==> config.mk <==
export PLATFORM = sky130hd
export DESIGN_NAME = cit_key_cam
export DESIGN_NICKNAME = d
export VERILOG_FILES = /design/src/rtl/cit_pkg.sv /design/src/rtl/cit_key_cam.sv
export SDC_FILE = /design/constraint.sdc
export NUM_CORES = 2
export LEC_CHECK = 0
export BUFFER_PORTS_ARGS = -buffer_cell sky130_fd_sc_hd__buf_2
export CAP_MARGIN = 10
export CORE_ASPECT_RATIO = 2
export CORE_UTILIZATION = 50
export CTS_CLUSTER_DIAMETER = 100
export DETAILED_ROUTE_END_ITERATION = 12
export PLACE_DENSITY = 0.75
export SETUP_SLACK_MARGIN = 0.2
export SLEW_MARGIN = 20
export SYNTH_ARGS = -nofsm -noshare
export SYNTH_HDL_FRONTEND = slang
export SYNTH_SLANG_ARGS = --single-unit
export TNS_END_PERCENT = 1
==> constraint.sdc <==
create_clock -name clk -period 3.7 [get_ports clk]
set_clock_uncertainty 0.05 [all_clocks]
set_input_delay 0.925 -clock clk [delete_from_list [all_inputs] [get_ports clk]]
set_output_delay 0.925 -clock clk [all_outputs]
set_load 0.05 [all_outputs]
==> src/rtl/cit_pkg.sv <==
// ----------------------------------------------------------------------------
// cit_pkg
// Shared widths, register indexes and entry types of the identifier tracker.
// ----------------------------------------------------------------------------
`default_nettype none

package cit_pkg;

	// field widths
	localparam int ID_W    = 29;
	localparam int LEN_W   = 4;
	localparam int DATA_W  = 64;
	localparam int STAMP_W = 48;
	localparam int COUNT_W = 32;
	localparam int NBYTES  = 8;

	// default sizes
	localparam int TABLE_DEPTH_DEF = 64;
	localparam int RING_DEPTH_DEF  = 1024;

	// configuration register indexes
	localparam int CFG_IDX_W = 1;
	localparam logic [CFG_IDX_W-1:0] REG_OVERWRITE = 1'b0;
	localparam logic [CFG_IDX_W-1:0] REG_SESSION   = 1'b1;

	// one table entry as held in the entry memory
	typedef struct packed {
		logic [LEN_W-1:0]   length;
		logic [DATA_W-1:0]  bytes;
		logic [COUNT_W-1:0] count;
		logic               fresh;
	} entry_t;

	// per-frame table verdict
	typedef struct packed {
		logic               inserted;
		logic               still_new;
		logic               length_changed;
		logic [NBYTES-1:0]  byte_mask;
		logic               content_changed;
		logic [COUNT_W-1:0] seen_count;
		logic               table_full;
	} upd_res_t;

endpackage

`default_nettype wire

==> src/rtl/cit_key_cam.sv <==
// ----------------------------------------------------------------------------
// cit_key_cam
// Identifier store with parallel compare, slot encode and insert bypass.
// ----------------------------------------------------------------------------
`default_nettype none

module cit_key_cam #(
	parameter int TABLE_DEPTH = cit_pkg::TABLE_DEPTH_DEF
) (
	input  wire logic                           clk,
	input  wire logic                           arst_n,
	input  wire logic [cit_pkg::ID_W-1:0]       lookup_id,
	input  wire logic                           byp_valid,
	input  wire logic [cit_pkg::ID_W-1:0]       byp_id,
	input  wire logic [$clog2(TABLE_DEPTH)-1:0] byp_slot,
	input  wire logic                           wr_en,
	input  wire logic [$clog2(TABLE_DEPTH)-1:0] wr_slot,
	input  wire logic [cit_pkg::ID_W-1:0]       wr_id,
	output logic                                hit,
	output logic      [$clog2(TABLE_DEPTH)-1:0] hit_slot
);

	import cit_pkg::*;

	localparam int SLOT_W = $clog2(TABLE_DEPTH);

	logic [ID_W-1:0]        key_q [TABLE_DEPTH];
	logic [TABLE_DEPTH-1:0] valid_q;
	logic [TABLE_DEPTH-1:0] match;

	// key storage
	always_ff @(posedge clk) begin
		if (wr_en) begin
			key_q[wr_slot] <= wr_id;
		end
	end

	// valid bits
	always_ff @(posedge clk or negedge arst_n) begin
		if (!arst_n) begin
			valid_q <= '0;
		end else if (wr_en) begin
			valid_q[wr_slot] <= 1'b1;
		end
	end

	// compare every slot, keys are unique so at most one matches
	always_comb begin
		for (int i = 0; i < TABLE_DEPTH; i++) begin
			match[i] = valid_q[i] && (key_q[i] == lookup_id);
		end
	end

	// encode, with the entry being inserted this cycle taking part
	always_comb begin
		hit      = |match;
		hit_slot = '0;
		for (int i = 0; i < TABLE_DEPTH; i++) begin
			if (match[i]) begin
				hit_slot = hit_slot | SLOT_W'(i);
			end
		end
		if (byp_valid && (byp_id == lookup_id)) begin
			hit      = 1'b1;
			hit_slot = byp_slot;
		end
	end

endmodule

`default_nettype wire

; ---- Word-level counts from Yosys, hierarchy flattened
; Memory sizes are Yosys's and may differ from the RTL's.
; Index checks and enable logic that the tools add are counted.
[op_classes]
magnitude_cmp = 2
eq_ne = 65
mux = 69
bitwise = 1
reduce_logical = 67
[ops]
columns = operator, count
row1 = equality test 29 bit, 65
row2 = two-way mux 6 bit, 33
row3 = two-way mux 5 bit, 16
row4 = logical AND 1 bit, 66
row5 = bitwise OR 64 bit, 1
row6 = OR reduction 64 bit, 1
row7 = two-way mux 4 bit, 8
row8 = two-way mux 3 bit, 4
row9 = "less-than comparator 6 x 7 -> 1 bit, second input constant", 1
row10 = demux 1 bit (select 6 bit), 1
row11 = ">= comparator 6 x 1 -> 1 bit, second input constant", 1
row12 = two-way mux 1 bit, 5
row13 = two-way mux 2 bit, 2
[word_totals]
register_bits = 64
mem_bits_rw = 1856
inputBits = 103
output_inout_bits = 7
n_memories = 1
[memory_table]
columns = name, words, width, read_ports, rd_clocked_by_memory_dff, write_ports, line_no
row1 = key_q, 64, 29, 64, 0, 1, cit_key_cam.sv:27  ; logic [ID_W-1:0] key_q [TABLE_DEPTH];

; ---- Logic depth before layout (Yosys ltp)
; An unclocked memory read counts as a cell.
[logic_depth]
depth_word = 67
depth_mapped = 12
depth_no_buf = 8

; ---- Worst setup path before layout
; No wires, ideal clock.
[synth_timing]
path_type = input to output
start = input port lookup_id[10] (netlist name)
end = output port hit_slot[5]
arrival_ps = 3453
required_time_ps = 2725
setup_slack_ps = -728
cell_stages = 10
n_path_buf = 3
cell_sequence = buf_2 > buf_6 > buf_6 > xor2_1 > nor4_1 > nand4_1 > or4_1 > nand3_1 > nor4_1 > a31oi_1
[synth_between]
elab_chain_cells = 35
[synth_rtl]
columns = item, line_no
row1 = "start, declared", cit_key_cam.sv:12  ; input wire logic [cit_pkg::ID_W-1:0] lookup_id,
row2 = equality test 29 bit, cit_key_cam.sv:50  ; match[i] = valid_q[i] && (key_q[i] == lookup_id);
row3 = logical AND 1 bit, cit_key_cam.sv:50
row4 = two-way mux 6 bit (32 in a row), cit_key_cam.sv:59  ; if (match[i]) begin
row5 = two-way mux 6 bit *, cit_key_cam.sv:63  ; if (byp_valid && (byp_id == lookup_id)) begin
row6 = "end, declared", cit_key_cam.sv:20  ; output logic [$clog2(TABLE_DEPTH)-1:0] hit_slot
; Mark *: on every way between the ends. The rest lies on a longest branch, timed or not.

; ---- Worst setup path after layout
[layout_timing]
start = input port lookup_id[9] (netlist name)
end = output port hit_slot[1]
[layout_between]
elab_chain_cells = 65
[layout_rtl]
columns = item, line_no
row1 = equality test 29 bit, cit_key_cam.sv:50
row2 = logical AND 1 bit, cit_key_cam.sv:50
row3 = two-way mux 2 bit (2 in a row), cit_key_cam.sv:59
row4 = two-way mux 3 bit (4 in a row), cit_key_cam.sv:59
row5 = two-way mux 4 bit (8 in a row), cit_key_cam.sv:59
row6 = two-way mux 5 bit (16 in a row), cit_key_cam.sv:59
row7 = two-way mux 6 bit (32 in a row), cit_key_cam.sv:59
row8 = two-way mux 6 bit *, cit_key_cam.sv:63
; Marks and branches as above.

==> run metrics <==
status=complete, but fails checks; failing checks=setup timing; Clk pin slew, worst setup/hold paths=70 ps; Finished Layout Cells=about 7900; Gate power share=approximately 8.8%; synthesized cell area=81110 sq um; Power Total=45.77 mW; Post-synth ARST share=3.333%; class of the most critical setup path=input port to output pin; GRT Total Usage=33.30%; fin util=60.18%; root buffer cell=clkbuf_16; Internal Power=35.22 mW; DR vias=49410; f_max=213.6 MHz; Die Span Y=roughly 570 um; PortBufs=109; syn nets=5020; H-Tree Depth=4; CTS tree=done; critical path, cell by cell=buf_16, buf_12, buf_12, xor2_1, nor4_2, buf_4, nand3_2, or4_4, buf_6, buf_4, nand4b_1, nor2_2, nand3_2, o32a_1, buf_12; largest net degree at the start of global routing=65; layout cells sized above 1=22.56%; area delta synth->final=19.32%; Final min period=4682 ps; fin. max-slew vios=0; Cells after Synth=between 4000 and 5000; CP Data Required Time=2720 ps; Hold Vio Cnt, Final=0; Slowest cell on crit path=or4_4; drc violations=0; max_slew headroom=29.17%; Power Dens Cells=472.9 nW/um^2; Setup crit start kind=input port; final worst setup slack=-982.0 ps; fin nets=slightly below 6000; Synth Register Bits=1920; CP most frequent cell=buf_12; initial antenna violation count=11; post-DP HPWL=~170000 um; Switching Fraction=23.06%; average size of a mapped cell=16.50 sq um; vias in the first global route=49690; die footprint=163900 sq um; Post-Synth Simple-Gate Area=6.184%; cts-stage hold buffer count=0; worst-skew pair later-pin latency=820 ps; worst slew pin tran=between 1000 and 1500 ps; Max Root-Sink Buffers=4; data arrival time of the worst path=3710 ps; period utilisation layout=126.5%; Initial Utilization=50.43%; post-route ant nets=0; placed cells=7574; endpoints failing setup=7; Worst VDD drop=345.8 uV; Unique masters post-synth=46; fillers=11420; first-pass GRT wire length=374500 um; number of synthesized flops with an enable pin=1856; 1st-pass router iterations=6; final hold slack=~150 ps; WL/cell=between 30 and 40 um; Clock Sinks=1920; core footprint=approximately 160000 sq um; drt via density=6.230; mux cell area share after synthesis=0%; post-synthesis compound-gate area fraction=0.4905%; Placement Cell Area=89710 sq um; switching power=around 11 mW; xor/xnor share of the synthesized area=20.12%; Finished Cell Area=between 90000 and 100000 sq um; largest family of logic cells by synthesized area=XOR/XNOR gates; Main synth FF type=edfxtp_1; Leakage Power=between 30 and 40 nW; Max-Cap Viols=0; post-synthesis sequential area ratio=70.69%; top-level I/O count=110; Initial DRC Count=around 7500; sequential power share=52.9%; grt ovf=0; RSZ-0062 raised after global routing=true; power share of the clock group=between 30% and 40%; area share of fa/ha/maj cells after synthesis=0%; FP Rows=about 210; HP Class=input port to asynchronous set/reset pin; gpl congestion=about 0.90; Worst setup EP type=output pin; yosys warns=0; critical path's largest stage delay=520 ps; drt total wl=273100 um; Die X=around 290 um; cts bufs inserted=about 160; CP max FO=7
[cells by family after synthesis]
logic type,count (synthesis)
DFF,1920
xor gates and xnor gates,1863
and+or+nand+nor,853
buffers and inverters,230
AOI/OAI and AO/OA,51
[state kept, by name (all words and copies together) (netlist names)]
name / cells
valid_q: 64
key_q: 1856
[power by group through the flow]
stage	logic (mW)	clock network (mW)	registers [mW]
after global placement	3.69	0	24.7
after floorplan	1.70	0	24.7
final	4.03	17.5	24.2
after CTS	3.93	17.5	24.2
after global routing	4.08	18.2	24.2
after detailed placement	3.74	0	24.7
[layer usage]
metal	wire (um)	vias up	part of all wire (%)	GRT usage, %
li1	-	19570	-	-
met1	85110	24880	31	38.29
met2	132200	3840	48	55.09
met3	30800	1115	11	6.248
met4	25030	4	9.2	25.23
met5	31	-	0.011	0
[path summary, 6_finish.rpt]
kind                              start           to  slack [ps]  cells after the start
hold reg to reg             valid_q[16]  valid_q[16]         420                      1
setup reg to reg            valid_q[10]  valid_q[10]        2830                      1
setup / recovery           lookup_id[9]  hit_slot[1]        -980                     15
max in group asynchronous        arst_n  valid_q[20]        2540                      2
hold / removal                   arst_n   valid_q[2]         150                      1
min in group clk            valid_q[16]  valid_q[16]         420                      1
[placed cells by master, fill, tap and decap left out, types with 51 or more instances in the layout]
cell type / netlist / final
buf_12: 2 / 168
buf_4: 95 / 542
buf_6: 96 / 51
clkbuf_16: 0 / 166
dfrtp_1: 64 / 64
edfxtp_1: 1856 / 1856
nand4_1: 290 / 290
nor2_2: 0 / 63
nor4_1: 263 / 206
nor4_2: 0 / 51
or2_2: 64 / 64
xnor2_1: 1017 / 1015
xor2_1: 846 / 842
[synth_stat cells, drive strengths merged (8+ instances only)]
cell type,count,share of area (%)
edfxtp,1856,69
xnor2,1017,11
xor2,846,9.1
nand4,290,2.2
nor4,263,2.0
buf,204,2.4
nor2,75,0.35
dfrtp,64,2.0
or2,64,0.49
nand3,58,0.36
nand2,43,0.20
or4,35,0.32
inv,18,0.083
a22oi,10,0.093
nor3,9,0.056
clkbuf,8,0.037
[stage by stage]
stage	TNS [ps]	setup WS [ps]
floorplan	-21550	-376.8
global placement	-8948	-1470
detailed placement	-8851	-1449
CTS	-6102	-885.1
global route	-6627	-1008
finish	-6550	-982.0
[repair_timing]
item | 4_1_cts | 5_1_grt
setup buffers | 59 | 0
cloned | 4 | 0
pin swaps | 68 | 8
resized for setup | 190 | 21
endpoints found under the setup margin | 7 | 7
[area by class of cell]
class	instances	area (sq um)	area share [%]
sequential	1920	57340	59.24
multi-input combinational	2767	22690	23.44
timing repair buffer	832	8795	9.087
clock buffer	207	4428	4.575
tap	2100	2628	2.715
clock inverter	81	835.8	0.8635
inverter	18	67.56	0.06981
antenna	5	12.51	0.01293
[critical path, delay by kind of cell]
family          cells  cell delay (ps)
xor+xnor            1              170
simple gates        6             1330
compound gates      1              210
buf+inv             7             1040
Power figures use the tool's default switching activity.
