--- src/rtl/cit_pkg.sv ---
// ----------------------------------------------------------------------------
// cit_pkg
// Shared widths, register indexes and entry types of the identifier tracker.
// ----------------------------------------------------------------------------
`default_nettype none

package cit_pkg;

	// field widths
	localparam int ID_W    = 29;
	localparam int LEN_W   = 4;
	localparam int DATA_W  = 64;
	localparam int STAMP_W = 48;
	localparam int COUNT_W = 32;
	localparam int NBYTES  = 8;

	// default sizes
	localparam int TABLE_DEPTH_DEF = 64;
	localparam int RING_DEPTH_DEF  = 1024;

	// configuration register indexes
	localparam int CFG_IDX_W = 1;
	localparam logic [CFG_IDX_W-1:0] REG_OVERWRITE = 1'b0;
	localparam logic [CFG_IDX_W-1:0] REG_SESSION   = 1'b1;

	// one table entry as held in the entry memory
	typedef struct packed {
		logic [LEN_W-1:0]   length;
		logic [DATA_W-1:0]  bytes;
		logic [COUNT_W-1:0] count;
		logic               fresh;
	} entry_t;

	// per-frame table verdict
	typedef struct packed {
		logic               inserted;
		logic               still_new;
		logic               length_changed;
		logic [NBYTES-1:0]  byte_mask;
		logic               content_changed;
		logic [COUNT_W-1:0] seen_count;
		logic               table_full;
	} upd_res_t;

endpackage

`default_nettype wire

--- src/rtl/cit_update.sv ---
// ----------------------------------------------------------------------------
// cit_update
// Byte compare, entry update and insert decision for one frame.
// ----------------------------------------------------------------------------
`default_nettype none

module cit_update #(
	parameter int TABLE_DEPTH = cit_pkg::TABLE_DEPTH_DEF
) (
	input  wire logic                             hit,
	input  wire logic [$clog2(TABLE_DEPTH)-1:0]   hit_slot,
	input  wire logic [$clog2(TABLE_DEPTH+1)-1:0] used,
	input  wire logic [cit_pkg::LEN_W-1:0]        len,
	input  wire logic [cit_pkg::DATA_W-1:0]       data,
	input  wire cit_pkg::entry_t                  old_entry,
	output logic                                  ent_wr,
	output logic                                  key_wr,
	output logic      [$clog2(TABLE_DEPTH)-1:0]   wr_slot,
	output cit_pkg::entry_t                       new_entry,
	output logic      [$clog2(TABLE_DEPTH)-1:0]   res_slot,
	output cit_pkg::upd_res_t                     res
);

	import cit_pkg::*;

	localparam int SLOT_W = $clog2(TABLE_DEPTH);
	localparam int USED_W = $clog2(TABLE_DEPTH+1);

	logic [LEN_W-1:0]   n_bytes;
	logic [NBYTES-1:0]  sel;
	logic [NBYTES-1:0]  mask;
	logic               len_chg;
	logic               chg;
	logic               free;
	logic               ins;
	logic [DATA_W-1:0]  bytes_nxt;
	logic [COUNT_W-1:0] count_nxt;

	// bytes in use and per-byte compare
	always_comb begin
		n_bytes = (len > LEN_W'(NBYTES)) ? LEN_W'(NBYTES) : len;
		for (int b = 0; b < NBYTES; b++) begin
			sel[b]  = LEN_W'(b) < n_bytes;
			mask[b] = sel[b] && ((LEN_W'(b) >= old_entry.length) ||
				(data[8*b +: 8] != old_entry.bytes[8*b +: 8]));
			if (sel[b]) begin
				bytes_nxt[8*b +: 8] = data[8*b +: 8];
			end else if (hit) begin
				bytes_nxt[8*b +: 8] = old_entry.bytes[8*b +: 8];
			end else begin
				bytes_nxt[8*b +: 8] = 8'h00;
			end
		end
		len_chg = len != old_entry.length;
		chg     = len_chg || (|mask);
	end

	// saturating frame count
	assign count_nxt = (old_entry.count == '1) ? old_entry.count
		: old_entry.count + COUNT_W'(1);

	// insert on a miss while a slot is free
	assign free    = used < USED_W'(TABLE_DEPTH);
	assign ins     = !hit && free;
	assign ent_wr  = hit || ins;
	assign key_wr  = ins;
	assign wr_slot = hit ? hit_slot : used[SLOT_W-1:0];

	// new entry contents
	always_comb begin
		new_entry.length = len;
		new_entry.bytes  = bytes_nxt;
		if (hit) begin
			new_entry.count = count_nxt;
			new_entry.fresh = old_entry.fresh && !chg;
		end else begin
			new_entry.count = COUNT_W'(1);
			new_entry.fresh = 1'b1;
		end
	end

	// verdict, all zero but table_full on a full table
	always_comb begin
		res_slot            = ent_wr ? wr_slot : '0;
		res.inserted        = ins;
		res.still_new       = ent_wr && new_entry.fresh;
		res.length_changed  = hit && len_chg;
		res.byte_mask       = hit ? mask : '0;
		res.content_changed = hit && chg;
		res.seen_count      = ent_wr ? new_entry.count : '0;
		res.table_full      = !hit && !free;
	end

endmodule

`default_nettype wire

--- config.mk ---
export PLATFORM = sky130hd
export DESIGN_NAME = cit_update
export DESIGN_NICKNAME = d
export VERILOG_FILES = /design/src/rtl/cit_pkg.sv /design/src/rtl/cit_update.sv
export SDC_FILE = /design/constraint.sdc
export NUM_CORES = 1
export LEC_CHECK = 0
export CORE_AREA = 5 5 130 132
export DETAILED_ROUTE_END_ITERATION = 8
export DIE_AREA = 0 0 135 137
export DONT_BUFFER_PORTS = 1
export PLACE_DENSITY_LB_ADDON = 0.08
export SLEW_MARGIN = 20
export SYNTH_ARGS = -nofsm -noshare
export SYNTH_HDL_FRONTEND = slang
export SYNTH_SLANG_ARGS = --single-unit
--- constraint.sdc ---
create_clock -name vclk -period 2.27
set_input_delay 0.1135 -clock vclk [all_inputs]
set_output_delay 0.1135 -clock vclk [all_outputs]
set_load 0.05 [all_outputs]
## Word-level counts from Yosys, hierarchy flattened

Index checks and enable logic that the tools add are counted.

| storage, ports and cells | value |
|---|---|
| output and inout bits | 160 |
| input bits | 183 |
| flip-flop bits (word level) | 0 |
| word-level logic and storage cells | 80 |

| operators by class | value |
|---|---|
| reduce and logical (&&, ||, !) cells | 28 |
| muxes and demuxes | 23 |
| add/subtract/negate cells | 1 |
| equal/unequal tests | 10 |
| order comparisons | 18 |

Operators by type and width:

| kind | count |
|---|---|
| 8-bit two-way mux | 17 |
| 32-bit two-way mux | 2 |
| 8-bit != test | 8 |
| 33-bit two-way mux | 1 |
| 32-bit by 1-bit adder with 32-bit output, second input constant | 1 |
| 32-bit equality test, second input constant | 1 |
| 3-bit by 4-bit >= comparator with 1-bit output, first input constant | 4 |
| 3-bit by 4-bit < comparator with 1-bit output, first input constant | 4 |
| 1-bit logical AND | 14 |
| 6-bit two-way mux | 2 |
| 1-bit logical OR | 10 |
| 1-bit by 4-bit >= comparator with 1-bit output, first input constant | 2 |
| 2-bit by 4-bit >= comparator with 1-bit output, first input constant | 2 |
| 1-bit by 4-bit < comparator with 1-bit output, first input constant | 2 |
| 2-bit by 4-bit < comparator with 1-bit output, first input constant | 2 |
| 8-bit OR reduction | 1 |
| 7-bit < comparator, second input constant | 1 |
| 4-bit > comparator, second input constant | 1 |
| 4-bit two-way mux | 1 |
| 4-bit != test | 1 |
| 1-bit zero test | 3 |

## Longest topological paths before layout

| depth | value |
|---|---|
| depth in word-level cells | 10 |
| gate-level depth with buffers | 9 |
| gate-level depth less buffers | 7 |

## Worst setup path after synthesis

OpenSTA, ideal clock, no wires.

| timing path | value |
|---|---|
| kind | in2out |
| from | input old_entry[1] (netlist name) |
| to | output res[4] (netlist name) |
| stages | 9 |
| buffers on the path | 2 |
| arrival time | 2,903 ps |
| data required time | 2,156 ps |
| path slack | -746 ps |
| cell sequence | ha_1 > and3_1 > nand3_1 > or3_1 > buf_6 > nor2_4 > inv_2 > a211oi_1 > buf_4 |

RTL lines:

| what | RTL line | RTL |
|---|---|---|
| from (decl) | cit_update.sv:15 | `input wire cit_pkg::entry_t old_entry,` |
| to (decl) | cit_update.sv:21 | `output cit_pkg::upd_res_t res` |

==> metrics.md <==
| Metric | Value |
|---|---|
| Synth area leader | nand2_1 |
| Detail Route Antenna Nets | 0 |
| Initial drt markers | 119 |
| Max rail drop VDD | 145 uV |
| Hold Path Origin | len[2] |
| Worst path max stage delay | 0.52 ns |
| Status | finished, final reports clean |
| Setup violators final | 0 |
| Hold EP | new_entry[99] |
| Post-route cell area | 4310 um^2 |
| Syn Inst Count | 536 |
| Max Slew Vio Count | 0 |
| Post-synthesis sequential area ratio | 0% |
| Routed WL | approximately 16000 um |
| Largest family of logic cells by synthesized area | simple AND/OR/NAND/NOR gates |
| Required @ worst endpoint | 2.16 ns |
| Max frequency | 0.484 GHz |
| Complex-gate fraction of the synthesized area | 19.3% |
| Crit path kind | in2out |
| Top cell type's share of synthesized area | 14.2% |
| Final worst setup slack | 0.203 ns |
| Metal3 WL | 1690 um |
| Crit path max fanout | 8 |
| Top Layer Used | met4 |
| Most frequent cells in the layout | nand2_1, buf_4, xnor2_1, o21ai_1, xor2_1 |
| Largest cells by area after synthesis | nand2_1, xnor2_1, xor2_1 |
| Max cap viols | 0 |
| Post-CTS Resized | 1 |
| Initial antenna violation count | 1 |
| DR vias | 3911 |
| Routability Congestion | 0.766 |
| TNS Setup | 0 ns |
| Post-CTS Hold Buffers | 0 |
| Mean Syn Cell Area | 6.12 um^2 |
| Met2 Routed Length | ~8300 um |
| Fillers | around 1700 |
| Pre-CTS setup slack | 0.0155 ns |
| Syn_nets | 720 |
| N_diodes | 0 |
| Worst slew pin tran | 0.601 ns |
| Site Rows | 46 |
| Synth Area in Adders | 0.381% |
| Detail Placement HPWL | 13700 um |
| Placed cell areas | roughly 4300 um^2 |
| Nets | 758 |
| Die X-Extent | ~140 um |
| Commonest non-fill, non-tap cell in the layout | nand2_1 |
| Input/output buffers | 0 |
| Synth Area in XOR/XNOR | 24.0% |
| Rel. slew slack | 59.8% |
| Final Hold Viols | 0 |
| Vias per std cell | approximately 5.0 |
| Unrepaired setup endpoints after global routing | false |
| CP cell instances | ha_1 > and3_1 > nand3_1 > or3_1 > nor2_4 > inv_2 > a31oi_2 > buf_12 |
| Crit. End Element | output port |
| Setup bufs post-CTS | 0 |
| CP arrival | slightly below 2 ns |
| Reg area | 0 um^2 |
| Tcrit/Tclk final | 91.0% |
| Min cycle time layout | 2.07 ns |
| DRC viols | 0 |
| Pin count of the biggest net entering global routing | 84 |
| Area delta synth->final | 31.4% |
| Power Density | between 300 and 400 nW/um^2 |
| Leak | 1.65 nW |
| Initial core utilization | 21.0% |
| CLK BUF | 0 |
| Area of the core | roughly 16000 um^2 |
| First-pass GRT wire length | 23500 um |
| DR WL/cell | 20.2 um |
| Yosys warnings | 0 |
| Mux cell area share after synthesis | 2.67% |
| Cell Area, Synth | 3280 um^2 |
| Met1 wire length | 5830 um |
| Grt ovf | 0 |
| All-Layer GR Usage | roughly 16% |
| Worst Setup Start Kind | input pin |
| IO Count | 343 |
| Vias in the first global route | 4004 |
| Layout cell share with drive strength beyond 1 | 28.3% |
| Layout sequential cell count | 0 |
| Die area | around 18000 um^2 |
| Die Ht | 137 um |
| Simple-Gate Fraction of Synth Area | 40.9% |
| Worst Hold Class | in2out |
| Synth unique cells | 58 |
| Initial DRT Pass Iterations | 4 |
| Hold path depth | 0 |
| CP max stage cell | or3_1 |
report_power, final:
group | internal (mW) | switching [mW] | leakage (nW)
clock network | 0 | 0 | 0
logic | 0.400 | 0.972 | 1.65
registers | 0 | 0 | 0
per-stage QoR:
step	power [mW]	util [%]	std cells	hold WS [ns]
floorplan	1.11	-	536	0.394
global placement	1.38	27.6	788	0.228
detailed placement	1.38	27.6	788	0.228
CTS	1.39	27.6	788	0.228
global route	1.44	27.6	788	0.228
finish	1.37	27.6	788	0.228
critical path: cells and delay by family:
family,cells,cell delay [ns]
AOI/OAI and AO/OA,1,0.29
adders and majority gates,1,0.20
buffers and inverters,2,0.30
and+or+nand+nor,4,1.04
layout make-up:
| class | instances | area (um^2) | share of cell area (%) |
|---|---|---|---|
| Timing Repair Buffer | 100 | 1040 | 24.1 |
| Inverter | 7 | 26.3 | 0.610 |
| Multi-Input combinational cell | 465 | 2980 | 69.0 |
| Tap cell | 216 | 270 | 6.27 |
how the worst max path moves through the flow:
stage	startpoint	end	cells after the start	slack, ns
finish	old_entry[1]	res[3]	8	0.20
global route	old_entry[45]	new_entry[0]	8	0.06
CTS	old_entry[45]	new_entry[0]	8	0.15
detailed placement	old_entry[45]	new_entry[0]	8	0.02
global placement	old_entry[45]	new_entry[0]	8	0.04
floorplan	old_entry[1]	res[4]	9	-0.22
logic make-up (layout without fill, tap and decap cells):
| kind of cell | count (synthesis) | after routing |
|---|---|---|
| AOI/OAI and AO/OA | 100 | 100 |
| xor gates and xnor gates | 90 | 90 |
| adders and majority gates | 1 | 1 |
| buffers and inverters | 71 | 107 |
| muxes | 8 | 8 |
| and+or+nand+nor | 266 | 266 |
metal layers:
metal  vias to the layer above  track usage, %
met2                       222            30.5
li1                       1880               -
met5                         -               0
met3                         2            4.82
met4                         0           0.392
met1                      1807            18.0
cell usage after synthesis, drive strengths merged, types with 2 or more instances:
| cell | count |
|---|---|
| o211ai | 4 |
| and2 | 7 |
| or3 | 7 |
| buf | 43 |
| and4 | 5 |
| or2 | 2 |
| mux2 | 6 |
| inv | 7 |
| nand3 | 30 |
| and3 | 6 |
| nor3 | 11 |
| a22o | 8 |
| xor2 | 40 |
| nor4 | 12 |
| a21oi | 7 |
| mux2i | 2 |
| nor2b | 7 |
| a21o | 2 |
| o21ai | 58 |
| o31a | 5 |
| nor2 | 36 |
| xnor2 | 50 |
| nor4b | 2 |
| nand2 | 125 |
| clkbuf | 21 |
| a31oi | 5 |
| nand4 | 11 |
| o21a | 2 |
Power figures use the tool's default switching activity.
